[src/snll_pkg.sv]
package snll_pkg;

    localparam int unsigned MAX_ENTRIES_DEF = 65536;
    localparam int unsigned QUEUE_DEPTH     = 2;

    localparam logic [7:0] TYPE_SOURCE = 8'h64;
    localparam logic [7:0] TYPE_LINE   = 8'h44;
    localparam logic [7:0] TYPE_FUNC   = 8'h24;

    localparam logic [1:0] CFG_LOOKUP_ADDRESS = 2'd0;
    localparam logic [1:0] CFG_PREFERRED_BASE = 2'd1;
    localparam logic [1:0] CFG_LOAD_BASE      = 2'd2;

    localparam logic [15:0] CNT_MAX = 16'hFFFF;

    typedef enum logic [1:0] {
        OP_NONE   = 2'd0,
        OP_SOURCE = 2'd1,
        OP_LINE   = 2'd2,
        OP_FUNC   = 2'd3
    } op_t;

    // value carries the rebased function start for OP_FUNC
    typedef struct packed {
        op_t         op;
        logic        empty;
        logic [31:0] name;
        logic [31:0] value;
        logic [15:0] line;
        logic        last;
    } item_t;

endpackage

[src/snll_front.sv]
module snll_front
(
    input  logic                 clk,
    input  logic                 rst_n,
    input  logic                 cfg_write,
    input  logic [1:0]           cfg_index,
    input  logic [31:0]          cfg_data,
    input  logic                 in_valid,
    output logic                 in_stall,
    input  logic [7:0]           entry_type,
    input  logic                 name_empty,
    input  logic [31:0]          name_offset,
    input  logic [31:0]          entry_value,
    input  logic [15:0]          entry_line,
    input  logic                 last_entry,
    output logic                 push_valid,
    output snll_pkg::item_t      push_item,
    input  logic                 q_full,
    output logic [31:0]          lookup_address
);
    import snll_pkg::*;

    logic [31:0] lookup_reg;
    logic [31:0] pref_base_reg;
    logic [31:0] load_base_reg;
    logic        valid_reg;
    logic        valid_next;
    item_t       item_reg;
    item_t       item_next;
    logic        load;
    logic [31:0] rebased;

    assign load       = !(valid_reg && q_full);
    assign in_stall   = !load;
    assign push_valid = valid_reg && !q_full;
    assign push_item  = item_reg;
    assign lookup_address = lookup_reg;

    assign rebased = entry_value - pref_base_reg + load_base_reg;

    always_comb
    begin
        item_next       = item_reg;
        valid_next      = valid_reg;
        if (load)
        begin
            valid_next      = in_valid;
            item_next.empty = name_empty;
            item_next.name  = name_offset;
            item_next.value = entry_value;
            item_next.line  = entry_line;
            item_next.last  = last_entry;
            case (entry_type)
                TYPE_SOURCE: item_next.op = OP_SOURCE;
                TYPE_LINE:   item_next.op = OP_LINE;
                TYPE_FUNC:
                begin
                    item_next.op    = OP_FUNC;
                    item_next.value = rebased;
                end
                default:     item_next.op = OP_NONE;
            endcase
        end
    end

    always_ff @(posedge clk or negedge rst_n)
    begin
        if (!rst_n)
        begin
            valid_reg     <= 1'b0;
            lookup_reg    <= '0;
            pref_base_reg <= '0;
            load_base_reg <= '0;
        end
        else
        begin
            valid_reg <= valid_next;
            if (cfg_write)
            begin
                case (cfg_index)
                    CFG_LOOKUP_ADDRESS: lookup_reg    <= cfg_data;
                    CFG_PREFERRED_BASE: pref_base_reg <= cfg_data;
                    CFG_LOAD_BASE:      load_base_reg <= cfg_data;
                    default:            ;
                endcase
            end
        end
    end

    always_ff @(posedge clk)
    begin
        item_reg <= item_next;
    end

endmodule

[src/snll_queue.sv]
module snll_queue
(
    input  logic            clk,
    input  logic            rst_n,
    input  logic            push_valid,
    input  snll_pkg::item_t push_item,
    output logic            full,
    output logic            q_valid,
    output snll_pkg::item_t q_item,
    input  logic            pop
);
    import snll_pkg::*;

    localparam int unsigned PTR_W = (QUEUE_DEPTH > 1) ? $clog2(QUEUE_DEPTH) : 1;
    localparam logic [PTR_W:0]   DEPTH_CNT = (PTR_W + 1)'(QUEUE_DEPTH);
    localparam logic [PTR_W-1:0] LAST_PTR  = PTR_W'(QUEUE_DEPTH - 1);

    item_t            slot_reg [QUEUE_DEPTH];
    logic [PTR_W-1:0] wr_ptr_reg;
    logic [PTR_W-1:0] wr_ptr_next;
    logic [PTR_W-1:0] rd_ptr_reg;
    logic [PTR_W-1:0] rd_ptr_next;
    logic [PTR_W:0]   count_reg;
    logic [PTR_W:0]   count_next;
    logic             do_push;
    logic             do_pop;

    assign full    = (count_reg == DEPTH_CNT);
    assign q_valid = (count_reg != '0);
    assign q_item  = slot_reg[rd_ptr_reg];
    assign do_push = push_valid && !full;
    assign do_pop  = pop && q_valid;

    always_comb
    begin
        wr_ptr_next = wr_ptr_reg;
        rd_ptr_next = rd_ptr_reg;
        count_next  = count_reg;
        if (do_push)
        begin
            wr_ptr_next = (wr_ptr_reg == LAST_PTR) ? '0 : wr_ptr_reg + 1'b1;
        end
        if (do_pop)
        begin
            rd_ptr_next = (rd_ptr_reg == LAST_PTR) ? '0 : rd_ptr_reg + 1'b1;
        end
        if (do_push && !do_pop)
        begin
            count_next = count_reg + 1'b1;
        end
        else if (do_pop && !do_push)
        begin
            count_next = count_reg - 1'b1;
        end
    end

    always_ff @(posedge clk or negedge rst_n)
    begin
        if (!rst_n)
        begin
            wr_ptr_reg <= '0;
            rd_ptr_reg <= '0;
            count_reg  <= '0;
        end
        else
        begin
            wr_ptr_reg <= wr_ptr_next;
            rd_ptr_reg <= rd_ptr_next;
            count_reg  <= count_next;
        end
    end

    always_ff @(posedge clk)
    begin
        if (do_push)
        begin
            slot_reg[wr_ptr_reg] <= push_item;
        end
    end

endmodule

[src/snll_back.sv]
module snll_back
#(
    parameter int unsigned MAX_ENTRIES = snll_pkg::MAX_ENTRIES_DEF
)
(
    input  logic            clk,
    input  logic            rst_n,
    input  logic            q_valid,
    input  snll_pkg::item_t q_item,
    output logic            pop,
    input  logic [31:0]     lookup_address,
    output logic            out_valid,
    input  logic            out_stall,
    output logic            found,
    output logic [15:0]     line_number,
    output logic [31:0]     dir_offset,
    output logic [31:0]     file_offset
);
    import snll_pkg::*;

    localparam int unsigned LIM_RAW = MAX_ENTRIES - 1;
    localparam logic [15:0] CNT_LIMIT =
        (LIM_RAW < 32'(CNT_MAX)) ? 16'(LIM_RAW) : CNT_MAX;

    logic        dir_active_reg,  dir_active_next;
    logic [31:0] cur_dir_reg,     cur_dir_next;
    logic        file_active_reg, file_active_next;
    logic [31:0] cur_file_reg,    cur_file_next;
    logic [31:0] func_start_reg,  func_start_next;
    logic [31:0] best_dist_reg,   best_dist_next;
    logic [31:0] best_dir_reg,    best_dir_next;
    logic [31:0] best_file_reg,   best_file_next;
    logic [15:0] best_line_reg,   best_line_next;
    logic [15:0] best_index_reg,  best_index_next;
    logic [15:0] count_reg,       count_next;

    logic        out_valid_reg,   out_valid_next;
    logic        found_reg,       found_next;
    logic [15:0] line_reg,        line_next;
    logic [31:0] dir_reg,         dir_next;
    logic [31:0] file_reg,        file_next;

    logic        out_free;
    logic [31:0] target;
    logic [31:0] cand_dist;
    logic        better;
    logic        is_found;

    assign out_free  = !out_valid_reg || !out_stall;
    assign pop       = q_valid && (!q_item.last || out_free);
    assign target    = func_start_reg + q_item.value;
    assign cand_dist = lookup_address - target;
    assign better    = (target <= lookup_address) && (cand_dist < best_dist_reg);

    assign out_valid   = out_valid_reg;
    assign found       = found_reg;
    assign line_number = line_reg;
    assign dir_offset  = dir_reg;
    assign file_offset = file_reg;

    always_comb
    begin
        dir_active_next  = dir_active_reg;
        cur_dir_next     = cur_dir_reg;
        file_active_next = file_active_reg;
        cur_file_next    = cur_file_reg;
        func_start_next  = func_start_reg;
        best_dist_next   = best_dist_reg;
        best_dir_next    = best_dir_reg;
        best_file_next   = best_file_reg;
        best_line_next   = best_line_reg;
        best_index_next  = best_index_reg;
        count_next       = count_reg;
        out_valid_next   = out_valid_reg && out_stall;
        found_next       = found_reg;
        line_next        = line_reg;
        dir_next         = dir_reg;
        file_next        = file_reg;
        is_found         = 1'b0;

        if (pop)
        begin
            case (q_item.op)
                OP_SOURCE:
                begin
                    if (q_item.empty)
                    begin
                        dir_active_next  = 1'b0;
                        cur_dir_next     = '0;
                        file_active_next = 1'b0;
                        cur_file_next    = '0;
                    end
                    else if (!dir_active_reg)
                    begin
                        dir_active_next = 1'b1;
                        cur_dir_next    = q_item.name;
                        func_start_next = '0;
                    end
                    else
                    begin
                        file_active_next = 1'b1;
                        cur_file_next    = q_item.name;
                    end
                end
                OP_LINE:
                begin
                    if (dir_active_reg && file_active_reg && better)
                    begin
                        best_dist_next  = cand_dist;
                        best_dir_next   = cur_dir_reg;
                        best_file_next  = cur_file_reg;
                        best_line_next  = q_item.line;
                        best_index_next = count_reg;
                    end
                end
                OP_FUNC:
                begin
                    func_start_next = q_item.value;
                end
                default: ;
            endcase

            if (count_reg < CNT_LIMIT)
            begin
                count_next = count_reg + 16'd1;
            end

            if (q_item.last)
            begin
                is_found       = (best_index_next != '0);
                out_valid_next = 1'b1;
                found_next     = is_found;
                line_next      = is_found ? best_line_next : '0;
                dir_next       = is_found ? best_dir_next  : '0;
                file_next      = is_found ? best_file_next : '0;

                dir_active_next  = 1'b0;
                cur_dir_next     = '0;
                file_active_next = 1'b0;
                cur_file_next    = '0;
                func_start_next  = '0;
                best_dist_next   = '1;
                best_dir_next    = '0;
                best_file_next   = '0;
                best_line_next   = '0;
                best_index_next  = '0;
                count_next       = '0;
            end
        end
    end

    always_ff @(posedge clk or negedge rst_n)
    begin
        if (!rst_n)
        begin
            dir_active_reg  <= 1'b0;
            cur_dir_reg     <= '0;
            file_active_reg <= 1'b0;
            cur_file_reg    <= '0;
            func_start_reg  <= '0;
            best_dist_reg   <= '1;
            best_dir_reg    <= '0;
            best_file_reg   <= '0;
            best_line_reg   <= '0;
            best_index_reg  <= '0;
            count_reg       <= '0;
            out_valid_reg   <= 1'b0;
        end
        else
        begin
            dir_active_reg  <= dir_active_next;
            cur_dir_reg     <= cur_dir_next;
            file_active_reg <= file_active_next;
            cur_file_reg    <= cur_file_next;
            func_start_reg  <= func_start_next;
            best_dist_reg   <= best_dist_next;
            best_dir_reg    <= best_dir_next;
            best_file_reg   <= best_file_next;
            best_line_reg   <= best_line_next;
            best_index_reg  <= best_index_next;
            count_reg       <= count_next;
            out_valid_reg   <= out_valid_next;
        end
    end

    always_ff @(posedge clk)
    begin
        found_reg <= found_next;
        line_reg  <= line_next;
        dir_reg   <= dir_next;
        file_reg  <= file_next;
    end

endmodule

[src/stab_nearest_line_lookup.sv]
// Nearest source line lookup over a stream of stabs symbol entries.
// Input channel: one symbol entry per beat (in_valid/in_stall); last_entry
// closes a table. Output channel: one beat per table (out_valid/out_stall)
// with found, line_number, dir_offset and file_offset; fields are zero when
// nothing matched.
// Config: cfg_write with cfg_index 0 lookup address, 1 preferred base,
// 2 load base; write only while no table is in flight.
// Throughput: one entry per cycle while in_stall is low. The result beat is
// registered; the last entry passes the input register, then a two-entry
// queue, then the match unit with its output register.
// While out_stall is high, non-last entries keep flowing through the match
// unit; a last entry waits in the queue until the output register frees, and
// in_stall rises once the queue and input register fill.
// Reset clears config registers to zero, empties the queue and output, and
// returns all scan state to its initial value.
module stab_nearest_line_lookup
#(
    parameter int unsigned MAX_ENTRIES = snll_pkg::MAX_ENTRIES_DEF
)
(
    input  logic        clk,
    input  logic        rst_n,
    input  logic        cfg_write,
    input  logic [1:0]  cfg_index,
    input  logic [31:0] cfg_data,
    input  logic        in_valid,
    output logic        in_stall,
    input  logic [7:0]  entry_type,
    input  logic        name_empty,
    input  logic [31:0] name_offset,
    input  logic [31:0] entry_value,
    input  logic [15:0] entry_line,
    input  logic        last_entry,
    output logic        out_valid,
    input  logic        out_stall,
    output logic        found,
    output logic [15:0] line_number,
    output logic [31:0] dir_offset,
    output logic [31:0] file_offset
);
    import snll_pkg::*;

    logic        push_valid;
    item_t       push_item;
    logic        q_full;
    logic        q_valid;
    item_t       q_item;
    logic        pop;
    logic [31:0] lookup_address;

    snll_front u_front
    (
        .clk            (clk),
        .rst_n          (rst_n),
        .cfg_write      (cfg_write),
        .cfg_index      (cfg_index),
        .cfg_data       (cfg_data),
        .in_valid       (in_valid),
        .in_stall       (in_stall),
        .entry_type     (entry_type),
        .name_empty     (name_empty),
        .name_offset    (name_offset),
        .entry_value    (entry_value),
        .entry_line     (entry_line),
        .last_entry     (last_entry),
        .push_valid     (push_valid),
        .push_item      (push_item),
        .q_full         (q_full),
        .lookup_address (lookup_address)
    );

    snll_queue u_queue
    (
        .clk        (clk),
        .rst_n      (rst_n),
        .push_valid (push_valid),
        .push_item  (push_item),
        .full       (q_full),
        .q_valid    (q_valid),
        .q_item     (q_item),
        .pop        (pop)
    );

    snll_back
    #(
        .MAX_ENTRIES (MAX_ENTRIES)
    )
    u_back
    (
        .clk            (clk),
        .rst_n          (rst_n),
        .q_valid        (q_valid),
        .q_item         (q_item),
        .pop            (pop),
        .lookup_address (lookup_address),
        .out_valid      (out_valid),
        .out_stall      (out_stall),
        .found          (found),
        .line_number    (line_number),
        .dir_offset     (dir_offset),
        .file_offset    (file_offset)
    );

endmodule

[config.mk]
export PLATFORM = sky130hd
export DESIGN_NAME = stab_nearest_line_lookup
export DESIGN_NICKNAME = d
export VERILOG_FILES = /design/src/snll_pkg.sv /design/src/snll_front.sv /design/src/snll_queue.sv /design/src/snll_back.sv /design/src/stab_nearest_line_lookup.sv
export SDC_FILE = /design/constraint.sdc
export NUM_CORES = 1
export LEC_CHECK = 0
export BUFFER_PORTS_ARGS = -buffer_cell sky130_fd_sc_hd__buf_2
export CAP_MARGIN = 20
export CORE_MARGIN = 2
export CORE_UTILIZATION = 60
export CTS_CLUSTER_SIZE = 16
export DETAILED_ROUTE_END_ITERATION = 10
export HOLD_SLACK_MARGIN = 0.08
export PLACE_DENSITY = 0.86
export SLEW_MARGIN = 10
export SYNTH_ARGS = -nofsm -noshare
export SYNTH_HDL_FRONTEND = slang
export SYNTH_SLANG_ARGS = --single-unit
[constraint.sdc]
create_clock -name clk -period 9.6 [get_ports clk]
set_input_delay 2.4 -clock clk [delete_from_list [all_inputs] [get_ports clk]]
set_output_delay 2.4 -clock clk [all_outputs]
set_load 0.02 [all_outputs]
After elaboration in Yosys (flattened, before gate mapping)
Memory sizes are Yosys's and may differ from the RTL's.
Cells that the tools add are included.
- memories: 1
- bits of input ports: 129
- logic and storage cells: 140
- bits in writable memories: 168
- flip-flop bits (word level): 509
- multiplexer cells: 47
- equal/unequal tests: 12
- $lt $le $gt $ge: 3
- reduce and logical (&&, ||, !) cells: 39
- add/subtract/negate cells: 9
- memories (memory ; words ; bits a word ; rd ports ; clocked after memory_dff ; write ports ; RTL line ; text):
    u_queue.slot_reg ; 2 ; 84 ; 1 ; 0 ; 1 ; snll_queue.sv:18 ; item_t slot_reg [QUEUE_DEPTH];
- operator list (kind ; number):
    two-way mux 32 bit ; 21
    two-way mux 16 bit ; 9
    adder 32 bit ; 2
    case mux 32 bit (2 select lines) ; 1
    subtractor 32 bit ; 2
    <= comparator 32 bit ; 1
    < comparator 32 bit ; 1
    adder 16 x 1 -> 16 bit, second input constant ; 1
    equality test 8 x 7 -> 1 bit, second input constant ; 2
    < comparator 16 bit, second input constant ; 1
    nonzero test 16 bit ; 1
    two-way mux 1 bit ; 13
    AND reduction 2 bit ; 6
    nonzero test 2 bit ; 6
    logical AND 1 bit ; 11
    inequality test 3 x 2 -> 1 bit, second input constant ; 3
    AND reduction 3 bit ; 3
    equality test 2 bit, second input constant ; 4
    equality test 8 x 6 -> 1 bit, second input constant ; 1
    logical NOT 1 bit ; 6
    case mux 2 bit (3 select lines) ; 1
    nonzero test 3 bit ; 2
    equality test 2 x 1 -> 1 bit, second input constant ; 2
    two-way mux 2 bit ; 2
    other kinds (6) ; 8

Depth between registers and ports, before layout
An unclocked memory read counts as a cell.
- word-level depth: 10
- mapped depth: 36

By module
A second synthesis with hierarchy kept.
- cell total of the unflattened synthesis: 2614
- area, all modules: 32632.5 sq um
- modules (own cells, without submodules) (module ; times used ; area each (sq um) ; cells each):
    snll_back ; 1 ; 17117.7 ; 1585
    snll_front ; 1 ; 9247.6 ; 749
    snll_queue ; 1 ; 6267.3 ; 280

Worst setup path after synthesis
Ideal clock, no wire load.
- path type: register -> register
- start point: reg u_queue.rd_ptr_reg
- end point: reg u_back.file_reg[10] (netlist: u_back.file_offset[10]), data pin
- data required time: 9.334 ns
- data arrival time: 7.382 ns
- setup slack: 1.952 ns
- stages on the path, launching flop included: 34
- setup time: 0.266 ns
- buffers on the path: 4
- clock period less this slack: 7.648 ns
- cell sequence: dfrtp_1 clkbuf_1 buf_1 clkbuf_1 mux2i_1 inv_1 ha_1 a211oi_1 o21bai_1 o31ai_1 nand2b_1 a21oi_1 o21bai_1 a21oi_1 o21ai_0 xnor2_1 ha_1 and3_1 nand2_1 nor3_1 a221o_1 a21oi_2 o221ai_2 a2111oi_0 and3b_1 ha_1 nor2b_1 o21ai_0 o211a_1 o21ai_0 a211oi_4 mux2i_1 clkbuf_1 nor2_1
- word-level cells in the longest chain between the ends: 10
- elaborated cells on any way between the ends: 14
- RTL lines (item ; RTL line ; text):
    from (decl) ; snll_queue.sv:21 ; logic [PTR_W-1:0] rd_ptr_reg;
    from (signal assigned) ; snll_queue.sv:68 ; rd_ptr_reg <= rd_ptr_next;
    memory (2 x 84 bit) * ; n/a ;
    adder 32 bit ; snll_back.sv:51 ; assign target = func_start_reg + q_item.value;
    subtractor 32 bit ; snll_back.sv:52 ; assign cand_dist = lookup_address - target;
    < comparator 32 bit ; snll_back.sv:53 ; assign better = (target <= lookup_address) && (cand_dist < best_dist_reg);
    logical AND 1 bit ; snll_back.sv:53 ;
    logical AND 1 bit ; snll_back.sv:107 ; if (dir_active_reg && file_active_reg && better)
    two-way mux 16 bit ; snll_back.sv:107 ;
    two-way mux 16 bit ; snll_back.sv:83 ; case (q_item.op)
    two-way mux 16 bit ; snll_back.sv:81 ; if (pop)
    nonzero test 16 bit ; snll_back.sv:130 ; is_found = (best_index_next != '0);
    to (signal assigned) ; snll_back.sv:191 ; file_reg <= file_next;
    to (decl) ; snll_back.sv:41 ; logic [31:0] file_reg, file_next;
Every way passes the cells marked *; elsewhere a longest branch is shown, timed or not. The select of a mux whose other input is x is not followed.
A chain may end at the register's enable or synchronous reset.

Final worst setup path
- start point: reg u_queue.rd_ptr_reg
- end point: reg u_back.file_reg[18] (netlist: u_back.file_offset[18]), data pin
Same word-level chain as after synthesis.

==> qor.csv <==
metric;value;unit
max reg flops;168;
Cells after Synth;2667;
PortBufs;211;
initial antenna violation count;2;
Max Cap Viol;0;
area leader, netlist;edfxtp_1;
total clock sinks;677;
clk buf depth;3;
Final WS setup;1.093;ns
most common library cells after synthesis;edfxtp_1, dfrtp_1, nand2_1, inv_1, o21ai_0;
Pleak;15.87;nW
residual DRC count;0;
fmax;117.6;MHz
power per cell area;356.0;nW/um^2
Clock Skews;0.05378;ns
overall power;12.96;mW
fill cell count;3617;
critical path's slowest cell;buf_4;
asr flop ratio synth;50.81;%
GRT overflow;0;
# rows;84;
post-synthesis xor/xnor area fraction;2.482;%
setup violators final;0;
synth warn;0;
CTS tree;yes;
CP most frequent cell;ha_1;
synth unique cells;77;
slew margin rel.;23.76;%
number of setup buffers added after CTS;0;
DIE AREA;55380;sq um
clk_lat worst skew;0.65;ns
largest family of logic cells by synthesized area;compound AO/OA/AOI/OAI gates;
critical path arrival;8.89;ns
pre-CTS WS;1.282;ns
Yosys reg bits;677;
Post-Route WL;73.50;mm
Max FO, Critical Path;74;
TNS Setup;0;ns
post-synthesis mux area share;8.382;%
vias in the first global route;22730;
Period minus WS final;8.507;ns
Synth Area in Adders;7.046;%
GRT Total Usage;26.71;%
H-tree levels;3;
Resized cells post-CTS;0;
pin count of the biggest net entering global routing;99;
chip width;235.3;um
worst hold path type;reg -> reg;
die height;235.3;um
CP Data Required Time;9.99;ns
ANT nets after route;0;
Top Ports;212;
status;completed;
syn_nets;2957;
GP Congestion;0.8978;
Largest stage delay, worst path;0.92;ns
non-filler cells, final;3616;
Slew Limit Fails;0;
Slew @ Worst Pin;1.144;ns
placed insts;3481;
crit path cell chain;buf_4, mux2_2, ha_1, nand3_1, a21oi_1, nor3_1, o41ai_2, a21o_1, a21oi_1, xor2_1, ha_1, nand2_1, or2_2, o221ai_2, a31oi_1, xnor2_1, ha_1, a21o_1, a2111oi_0, o21ai_0, a211oi_4, buf_4, mux2i_1, nor2_1;
synthesis-to-finish area growth;13.36;%
layout cells sized above 1;18.42;%
cts hold-fix bufs;0;
Via density;6.040;
unrepaired setup endpoints after global routing;false;
top post-synthesis cells by area;edfxtp_1, dfrtp_1, ha_1;
Layout Utilization;68.98;%
Setup crit start kind;register;
clk slew on worst S/H paths;0.06;ns
Post-synth EDFFs;333;
most frequent cell after synthesis;edfxtp_1;
CTS root buf;clkbuf_16;
Core Region;52760;sq um
Final Hold Viols;0;
WL/cell;20.33;um
Layout Nets;3159;
First-pass DRT Iterations;5;
first-pass GRT wire length;118.1;mm
period utilization;88.61;%
Starting Density;60.85;%
post-synthesis compound-gate area fraction;11.85;%
top cell type's share of synthesized area;31.14;%
crit path kind;reg -> reg;
total number of vias;21840;
Avg Inst Size Synth;12.04;sq um
Max VDD drop;0.3022;mV
Post-Synth Simple-Gate Area;8.398;%
post-synthesis cell area;32110;sq um
CP endpoint kind;register;
Starting DRT DRC Count;1406;
cts bufs inserted;71;
DP HPWL;47.76;mm
sequential cell area fraction in the yosys report;58.08;%
Main synth FF type;edfxtp_1;
==> worst max-delay path, delay by kind of cell, from the launching register on <==
kind / cells / cell delay, ns
simple gates: 5 / 0.82
xor+xnor: 2 / 0.39
compound gates: 10 / 2.89
buf+inv: 2 / 1.64
fa+ha+maj: 3 / 1.07
flops: 1 / 0.55
mux: 2 / 0.81
==> layer usage <==
layer	GRT usage, %	vias up	share of wire (%)
met2	45.90	830	51
met5	0	-	0
met3	3.776	184	5.6
met4	10.91	0	3.4
met1	34.38	10830	40
li1	-	9999	-
==> through the flow <==
stage	instance area [sq um]	hold slack, ns
final	36400	0.4141
after global routing	36400	0.4322
after CTS	36310	0.4172
after detailed placement	33900	0.4296
after global placement	33870	0.4237
after floorplan	32110	0.4215
==> cell type report <==
type	instances	area (sq um)	area share (%)
repair buffers	243	1419	3.898
diodes	2	5.005	0.01375
well taps	688	860.8	2.365
multi-input cells	1678	12310	33.81
inverters	198	744.5	2.045
flip-flops and latches	677	18650	51.25
clock buffers	95	1947	5.349
clock inverters	35	461.7	1.269
==> cell usage in the layout (no fill, tap or decap), types with 44 or more instances in the layout <==
cell and count:
a21o_1 44, a21oi_1 115, a22o_1 78, buf_2 210
clkbuf_16 71, dfrtp_1 311, edfxtp_1 333, ha_1 128
inv_1 197, mux2_2 127, mux2i_1 124, nand2_1 228
nand3_1 55, nor2_1 170, o21ai_0 180, xnor2_1 51
==> power by group <==
group / total (mW) / switching (mW) / internal [mW]
logic: 5.88 / 3.71 / 2.17
clock network: 2.82 / 1.18 / 1.64
registers: 4.25 / 0.344 / 3.91
total: 13.0 / 5.23 / 7.72
==> kinds of logic after synthesis <==
logic type / count (synthesis)
buf+inv: 312
mux: 253
simple gates: 599
xor+xnor: 91
fa+ha+maj: 161
compound gates: 574
flops: 677
==> final timing paths <==
check / from / to / slack [ns] / depth (start not counted)
worst max-delay path: u_queue.rd_ptr_reg / u_back.file_offset[18] / 1.09 / 24
worst min-delay path: u_front.push_item[83] / u_queue.slot_reg[0][83] / 0.41 / 0
worst max register to register: u_queue.rd_ptr_reg / u_back.file_offset[18] / 1.09 / 24
worst min register to register: u_front.push_item[83] / u_queue.slot_reg[0][83] / 0.41 / 0
max in group asynchronous: rst_n / u_back.best_index_reg[4] / 6.60 / 2
min in group asynchronous: rst_n / u_back.best_line_reg[4] / 1.73 / 1
(Power assumes the default switching activity.)
